[config.mk]
export PLATFORM = sky130hd
export DESIGN_NAME = pidc_scale
export DESIGN_NICKNAME = d
export VERILOG_FILES = /design/src/hw/rtl/pidc_pkg.sv /design/src/hw/rtl/pidc_scale.sv
export SDC_FILE = /design/constraint.sdc
export NUM_CORES = 2
export LEC_CHECK = 0
export ABC_AREA = 1
export BUFFER_PORTS_ARGS = -buffer_cell sky130_fd_sc_hd__buf_2
export CORE_MARGIN = 1.5
export CORE_UTILIZATION = 59
export DETAILED_ROUTE_END_ITERATION = 10
export GPL_TIMING_DRIVEN = 0
export PLACE_DENSITY = 0.79
export SLEW_MARGIN = 20
export SYNTH_ARGS = -nofsm -noshare
export SYNTH_HDL_FRONTEND = slang
export SYNTH_SLANG_ARGS = --single-unit
[constraint.sdc]
create_clock -name vclk -period 41.3
set_clock_uncertainty 0.05 [all_clocks]
set_input_delay 10.325 -clock vclk [all_inputs]
set_output_delay 10.325 -clock vclk [all_outputs]
set_load 0.02 [all_outputs]
[src/hw/rtl/pidc_pkg.sv]
// ----------------------------------------------------------------------------
// pidc_pkg
// Shared widths, register codes, reset values and the symmetric clamp used by
// the PID controller.
// ----------------------------------------------------------------------------
package pidc_pkg;

   localparam int IO_WIDTH        = 32;
   localparam int GAIN_WIDTH      = 25;
   localparam int LIMIT_WIDTH     = 31;
   localparam int INTEG_WIDTH     = 32;
   localparam int CAP_WIDTH       = 61;
   localparam int TERM_WIDTH      = 62;
   localparam int SUM_WIDTH       = 64;
   localparam int CSR_INDEX_WIDTH = 3;
   localparam int CSR_DATA_WIDTH  = 32;

   localparam logic [GAIN_WIDTH-1:0]  GAIN_P_RESET         = 25'd393216;
   localparam logic [GAIN_WIDTH-1:0]  GAIN_I_RESET         = 25'd0;
   localparam logic [GAIN_WIDTH-1:0]  GAIN_D_RESET         = 25'd19660800;
   localparam logic [LIMIT_WIDTH-1:0] INTEGRAL_LIMIT_RESET = 31'd0;
   localparam logic [LIMIT_WIDTH-1:0] OUTPUT_LIMIT_RESET   = 31'd4325376;

   typedef enum logic [CSR_INDEX_WIDTH-1:0] {
      CSR_GAIN_P         = 3'd0,
      CSR_GAIN_I         = 3'd1,
      CSR_GAIN_D         = 3'd2,
      CSR_INTEGRAL_LIMIT = 3'd3,
      CSR_OUTPUT_LIMIT   = 3'd4
   } csr_index_type;

   function automatic logic signed [INTEG_WIDTH-1:0] clamp_sym(
      input logic signed [SUM_WIDTH-1:0] value,
      input logic [LIMIT_WIDTH-1:0]      limit
   );
      logic signed [SUM_WIDTH-1:0] pos_lim;
      logic signed [SUM_WIDTH-1:0] neg_lim;
      logic signed [SUM_WIDTH-1:0] res;
      pos_lim = $signed(SUM_WIDTH'(limit));
      neg_lim = -pos_lim;
      if (value > pos_lim) begin
         res = pos_lim;
      end else if (value < neg_lim) begin
         res = neg_lim;
      end else begin
         res = value;
      end
      return res[INTEG_WIDTH-1:0];
   endfunction

endpackage

[src/hw/rtl/pidc_scale.sv]
// ----------------------------------------------------------------------------
// pidc_scale
// Gain multiply with fraction shift, magnitude truncated toward zero and capped.
// ----------------------------------------------------------------------------
module pidc_scale #(
   parameter int IN_WIDTH  = 32,
   parameter int FRAC_BITS = 16
) (
   input  logic signed [IN_WIDTH-1:0]               value,
   input  logic [pidc_pkg::GAIN_WIDTH-1:0]          gain,
   output logic signed [pidc_pkg::TERM_WIDTH-1:0]   term
);

   localparam int PW    = IN_WIDTH + pidc_pkg::GAIN_WIDTH;
   localparam int EXT_W = (PW > pidc_pkg::TERM_WIDTH) ? PW : pidc_pkg::TERM_WIDTH;
   localparam logic [EXT_W-1:0] CAP = EXT_W'({pidc_pkg::CAP_WIDTH{1'b1}});

   logic                                neg;
   logic [IN_WIDTH-1:0]                 mag;
   logic [PW-1:0]                       prod;
   logic [EXT_W-1:0]                    shifted;
   logic [pidc_pkg::CAP_WIDTH-1:0]      capped;
   logic signed [pidc_pkg::TERM_WIDTH-1:0] pos_term;

   always_comb begin
      neg      = value[IN_WIDTH-1];
      mag      = neg ? IN_WIDTH'(-value) : IN_WIDTH'(value);
      prod     = PW'(mag) * PW'(gain);
      shifted  = EXT_W'(prod >> FRAC_BITS);
      capped   = (shifted > CAP) ? CAP[pidc_pkg::CAP_WIDTH-1:0]
                                 : shifted[pidc_pkg::CAP_WIDTH-1:0];
      pos_term = $signed(pidc_pkg::TERM_WIDTH'(capped));
      term     = neg ? -pos_term : pos_term;
   end

endmodule

==> metrics <==
unrepaired setup endpoints after global routing no; Final Setup Violations 0; post_cts resized 0; Mapped Area 29200 um2; area share of fa/ha/maj cells after synthesis 55.3%; simple-gate share of the synthesized area 25.0%; drt pass-1 iters 6; clock buf count 0; FF/Latch Area 0 um2; syn avg cell area 7.29 um2; min cycle time layout 31.53 ns; TNS Setup 0 ns; Ys Warns 0; Area growth syn-to-layout 4.82%; Design Area, Final 30600 um2; Final GP Congestion 1.05; Worst-Margin Slew 1.10 ns; largest family of logic cells by synthesized area adder cells; critical path class in2out; Max-slew headroom 27.0%; GRT Util Overall 41.2%; type of the worst min-delay path in2out; Slew Viols, Final 0; most frequent CP cell fa_1; initial antenna violation count 3; outcome finished clean; Synth cell types 48; Routed WL per cell 21.0 um; drt total wl 101 mm; post-detail-place hpwl 88.8 mm; Synth area leader fa_1; die area 50800 um2; Synthesized Nets 4933; most frequent cells in the layout inv_1 (1014), nand2_1 (945), fa_1 (686), nor2_1 (509), ha_1 (191); core area 48800 um2; Fmax 0.0317 GHz; FP Rows 81; fill cell count 4597; CP max stage delay 0.72 ns; worst hold margin 21.47 ns; commonest non-fill, non-tap cell in the layout inv_1; sequential area share after synthesis 0%; Buffers on Ports 114; Max Fanout on Critical Path 10; Worst Setup Slack, final 9.77 ns; die width 225 um; Crit-path slowest cell clkbuf_1; first-pass GRT wire length 154 mm; Seq Cell Count 0; Req. time, crit path 30.92 ns; cell area after placement 30600 um2; complex-gate fraction of the synthesized area 3.03%; share of the synthesized area in the top cell type 47.1%; total number of vias 26.4k; WP data arrival 21.16 ns; Initial Utilization 59.7%; boundary pin count 119; antenna-violating nets left 0; share of cells above drive strength 1 6.35%; max-cap viol count 0; largest net degree at the start of global routing 11; cts hold-fix bufs 0; Die Ht 225 um; area of the multi-input gates 24700 um2; post-synthesis xor/xnor area fraction 1.25%; Final Hold Vio Count 0; vias in the first global route 26.8k; Post-CTS Setup Repair Bufs 0; GRT overflow 0; vias per cell 5.52; cell count after synthesis 3999; dpl ws 10.10 ns; Crit. End Element primary output; top area cells in the synthesized netlist fa_1 (47%), inv_1 (13%), nand2_1 (12%); drt drc 0; Nets 5049; Iteration-0 DRC Markers 2387; startpoint types input port; final period utilization 76.3%; mux contribution to synthesized area 0%
-- synth_stat cells (7+ instances only) --
master    number
inv_1       1014
o21ai_0       46
nor3_1        17
or2_2          8
a21oi_1       71
nand3_2        7
nand3_1      126
inv_2         15
nand4_1       28
xnor2_1        8
nand2_2       32
nor2_2        26
clkbuf_1     121
fa_1         686
nor2_4        13
clkinv_1      11
nand2_1      945
ha_1         191
buf_2         13
nor2_1       509
xor2_1        30
o21bai_1       8
-- logic make-up (layout without fill, tap and decap cells) --
group,Yosys count,count (layout)
XOR/XNOR,40,40
AO/OA/AOI/OAI,153,153
other,0,2
AND/OR/NAND/NOR,1745,1745
buffers and inverters,1184,1298
adder cells (fa/ha/maj),877,877
-- critical path: cells and delay by family --
family	cells	cell delay, ns
buffers and inverters	10	2.38
AOI/OAI and AO/OA	2	0.19
adders and majority gates	9	4.43
and+or+nand+nor	20	3.11
xor gates and xnor gates	1	0.69
-- final cells by class --
class / count / share of cell area (%)
antenna: 2 / 0.0164
buffer: 144 / 1.88
inverter: 1040 / 12.8
multi-input combinational: 2815 / 80.7
tap: 664 / 2.72
timing repair buffer: 114 / 1.87
-- metal layers --
layer,vias to the layer above,wire (um),track usage [%],part of all wire (%)
met5,-,23,0,0.023
met4,4,6200,20.2,6.2
met3,295,11800,10.2,12
met2,1564,44700,64.9,45
met1,12800,37700,53.4,38
li1,11700,-,-,-
-- through the flow --
step | utilization, % | cells
final | 62.6 | 4779
after global routing | 62.6 | 4778
after CTS | 62.5 | 4777
after detailed placement | 62.5 | 4777
after global placement | 62.5 | 4777
after floorplan | - | 3999
-- final timing paths --
kind	endpoint	startpoint	slack [ns]	depth (start not counted)
worst max-delay path	term[50]	value[0]	9.77	42
worst min-delay path	term[0]	gain[1]	21.47	8
