## src/hw/rtl/pidc_pkg.sv

```systemverilog
// ----------------------------------------------------------------------------
// pidc_pkg
// Shared widths, register codes, reset values and the symmetric clamp used by
// the PID controller.
// ----------------------------------------------------------------------------
package pidc_pkg;

   localparam int IO_WIDTH        = 32;
   localparam int GAIN_WIDTH      = 25;
   localparam int LIMIT_WIDTH     = 31;
   localparam int INTEG_WIDTH     = 32;
   localparam int CAP_WIDTH       = 61;
   localparam int TERM_WIDTH      = 62;
   localparam int SUM_WIDTH       = 64;
   localparam int CSR_INDEX_WIDTH = 3;
   localparam int CSR_DATA_WIDTH  = 32;

   localparam logic [GAIN_WIDTH-1:0]  GAIN_P_RESET         = 25'd393216;
   localparam logic [GAIN_WIDTH-1:0]  GAIN_I_RESET         = 25'd0;
   localparam logic [GAIN_WIDTH-1:0]  GAIN_D_RESET         = 25'd19660800;
   localparam logic [LIMIT_WIDTH-1:0] INTEGRAL_LIMIT_RESET = 31'd0;
   localparam logic [LIMIT_WIDTH-1:0] OUTPUT_LIMIT_RESET   = 31'd4325376;

   typedef enum logic [CSR_INDEX_WIDTH-1:0] {
      CSR_GAIN_P         = 3'd0,
      CSR_GAIN_I         = 3'd1,
      CSR_GAIN_D         = 3'd2,
      CSR_INTEGRAL_LIMIT = 3'd3,
      CSR_OUTPUT_LIMIT   = 3'd4
   } csr_index_type;

   function automatic logic signed [INTEG_WIDTH-1:0] clamp_sym(
      input logic signed [SUM_WIDTH-1:0] value,
      input logic [LIMIT_WIDTH-1:0]      limit
   );
      logic signed [SUM_WIDTH-1:0] pos_lim;
      logic signed [SUM_WIDTH-1:0] neg_lim;
      logic signed [SUM_WIDTH-1:0] res;
      pos_lim = $signed(SUM_WIDTH'(limit));
      neg_lim = -pos_lim;
      if (value > pos_lim) begin
         res = pos_lim;
      end else if (value < neg_lim) begin
         res = neg_lim;
      end else begin
         res = value;
      end
      return res[INTEG_WIDTH-1:0];
   endfunction

endpackage

```

## src/hw/rtl/pidc_err_stage.sv

```systemverilog
// ----------------------------------------------------------------------------
// pidc_err_stage
// Forms the saturated error and its difference to the previous error.
// ----------------------------------------------------------------------------
module pidc_err_stage #(
   parameter int VALUE_WIDTH = 32
) (
   input  logic signed [pidc_pkg::IO_WIDTH-1:0] measured,
   input  logic signed [pidc_pkg::IO_WIDTH-1:0] target,
   input  logic signed [VALUE_WIDTH-1:0]        prev_error,
   output logic signed [VALUE_WIDTH-1:0]        error,
   output logic signed [VALUE_WIDTH:0]          delta
);

   localparam int DIFF_WIDTH = pidc_pkg::IO_WIDTH + 1;
   localparam int XW = ((VALUE_WIDTH > DIFF_WIDTH) ? VALUE_WIDTH : DIFF_WIDTH) + 1;
   localparam logic signed [XW-1:0] HI = {{(XW-VALUE_WIDTH+1){1'b0}}, {(VALUE_WIDTH-1){1'b1}}};
   localparam logic signed [XW-1:0] LO = -HI - XW'(1);

   logic signed [XW-1:0] diff;

   always_comb begin
      diff = XW'(target) - XW'(measured);
      if (diff > HI) begin
         error = HI[VALUE_WIDTH-1:0];
      end else if (diff < LO) begin
         error = LO[VALUE_WIDTH-1:0];
      end else begin
         error = diff[VALUE_WIDTH-1:0];
      end
      delta = (VALUE_WIDTH+1)'(error) - (VALUE_WIDTH+1)'(prev_error);
   end

endmodule

```

## config.mk

```make
export PLATFORM = sky130hd
export DESIGN_NAME = pidc_err_stage
export DESIGN_NICKNAME = d
export VERILOG_FILES = /design/src/hw/rtl/pidc_pkg.sv /design/src/hw/rtl/pidc_err_stage.sv
export SDC_FILE = /design/constraint.sdc
export NUM_CORES = 1
export LEC_CHECK = 0
export BUFFER_PORTS_ARGS = -buffer_cell sky130_fd_sc_hd__buf_2
export CORE_MARGIN = 4
export CORE_UTILIZATION = 46
export DETAILED_ROUTE_END_ITERATION = 7
export PLACE_DENSITY = 0.77
export SETUP_SLACK_MARGIN = 0.2
export SLEW_MARGIN = 30
export SYNTH_ARGS = -nofsm -noshare
export SYNTH_HDL_FRONTEND = slang
export SYNTH_SLANG_ARGS = --single-unit
export TNS_END_PERCENT = 100
```

## constraint.sdc

```tcl
create_clock -name vclk -period 7.1
set_clock_uncertainty 0.05 [all_clocks]
set_input_delay 1.42 -clock vclk [all_inputs]
set_output_delay 1.42 -clock vclk [all_outputs]
set_load 0.01 [all_outputs]
```

==> metrics.cfg <==
[route]
drtIter0Drc=362
wl_mm=18.1
wl_per_cell_um=17.3
drt_first_pass_iters=6
vias=6042
drc=0
viasPerCell=5.79
ant_nets=0

[sta]
worst-slew-pin-transition_ns=0.606
period_needed_ns=7.27
tns_ns=-1.55
rsz0062_at_grt=yes
final.setup.worst_slack_ns=-0.174
slew_headroom_pct=58.6
setup_viol=15
report.final.slew_viol_count=0
max_freq_ghz=0.137
fin_hold_ws_ns=3.17
hold_viol_final=0
final.period_utilization_pct=102

[pwr]
power_density_mw_per_mm2=248
leakage_nw=3.71
ir_drop_uv=137

[floorplanning]
core_area_mm2=0.00868
die_area_mm2=0.0104
placementRows=34
die_h_um=102
ioPinCount=161
die_w_um=102
start_util_pct=47.0

[clock_tree]
hold_buffers=0

[global_routing]
grt_pass1_wl_mm=26.7
grt_usage_pct=30.7
antenna_found_initial=0
grt_pass1_vias=5918
grt_remaining_overflow=0
grt_max_degree=11

[run_status]
outcome=complete, but fails checks
violations=negative setup slack

[logic_synthesis]
synth.avg_cell_area_um2=6.85
synth_warnings=0
synthesis.area_mm2=0.00408
synth_most_common_cell=inv_1
ys_seq_area_share_pct=0
synth_top_area_share_pct=19.6
synth_nets=758
yosys.area.top_type=ha_1
yosys-top-cells-area=ha_1, xnor2_1, inv_1
ys_top_cells_by_count=inv_1, ha_1, a21oi_1
synth_cell_type_count=69
synth_cells=596

[finish]
layout-drive-gt1-share_pct=49.3
n_clock_buffer=0
seqCellArea_um2=0
postLayoutCoreUtil_pct=83.1
instances_no_fill=1043
seq_cell_count=0
finish.instance_area_mm2=0.00721
syn_to_final_growth_pct=76.7
antenna_cells=0
fin_nets=1099

[placed_design]
dp.cells=1005
port_buffers=161
dp_hpwl_mm=13.0
gp_congestion=0.947
placedInstanceArea_mm2=0.00635

[worst_setup_path]
end_kind=output pin
worstSetupStartpointType=input pin
crit_required_ns=5.63
crit_arrival_ns=5.80
cp_max_fo=5
worstSetupPathType=input pin to output pin

[run]
max_cap_viol_count=0

[worst_hold_path]
min_path_type=input pin to output pin

worst max-delay path, cell delays in order:
cell       delay [ns]
buf_2            0.12
ha_4             0.24
o211a_1          0.24
o2111ai_1        0.18
a21o_2           0.13
nand4b_1         0.22
a2111oi_4        0.48
nor4b_4          0.08
buf_6            0.15
nor2_4           0.17
a21o_1           0.13
ha_2             0.20
inv_2            0.04
fa_2             0.36
a21o_1           0.20
a21oi_2          0.21
o21ai_4          0.08
a41oi_2          0.19
o21a_2           0.23
o21ai_1          0.09
o41ai_2          0.31
xnor2_1          0.17
buf_2            0.16
worst paths after layout:
kind / end / start / depth (start not counted) / slack [ns]
max: delta[26] / target[4] / 23 / -0.17
min: delta[0] / prev_error[0] / 4 / 3.17
layout by cell type (no fill, tap or decap), types with 4 or more instances in the layout:
cell,synthesis,routed
xor2_1,13,13
o21ai_0,42,25
a21oi_2,0,10
o21a_1,11,10
a211o_1,7,7
o211ai_1,8,8
nand2_1,27,26
o211a_1,4,4
nand2b_1,13,12
a21oi_1,61,43
o21bai_1,12,10
nand4_1,6,6
a21oi_4,0,8
a211oi_2,1,4
inv_1,82,73
nor2b_1,10,9
buf_2,2,153
o21ai_1,2,9
xnor2_1,36,33
nor3_1,10,10
buf_4,1,176
o21ai_2,0,9
inv_2,0,7
ha_4,0,20
a21o_1,28,28
ha_1,64,42
nor2_1,36,34
nand3_1,13,13
and3_1,7,6
buf_6,6,25
where the power goes:
part / internal, W / switching [W] / total (W)
clock network: 0 / 0 / 0
registers: 0 / 0 / 0
logic: 0.000884 / 0.000901 / 0.00179
area by class of cell:
class              count  area [µm²]
multi-input cells    498        4370
repair buffers       355        2380
fillers              545        1470
inverters             82         318
well taps            108         135
timing repair:
item                                    in CTS  in global routing
endpoints found under the setup margin      21                 24
pin swaps                                   45                 35
gates resized for setup                     85                 36
cloned                                       1                  0
buffers inserted                            31                  6
metrics by stage:
| step | worst slack [ns] | total power [W] |
|---|---|---|
| after floorplan | -0.0486 | 0.000861 |
| after global placement | -0.172 | 0.00143 |
| after detailed placement | -0.291 | 0.00147 |
| after CTS | -0.0918 | 0.00163 |
| after global routing | -0.347 | 0.00190 |
| final | -0.174 | 0.00179 |
cell families (layout without fill, tap and decap cells):
group	after synthesis	in the layout	synth area share, %
and+or+nand+nor	145	145	18.8
buffers and inverters	98	437	10.5
adders and majority gates	71	71	21.8
muxes	3	3	0.858
AOI/OAI and AO/OA	230	230	37.5
xor gates and xnor gates	49	49	10.5
metal layers:
metal	up-vias	global-route usage (%)	share of wire, %
met4	0	7.37	2.6
met3	57	2.80	8.3
met2	341	56.5	50
li1	2850	-	-
met1	2794	38.2	39
met5	-	0	0
No activity file was read; power rests on OpenSTA's default activity.
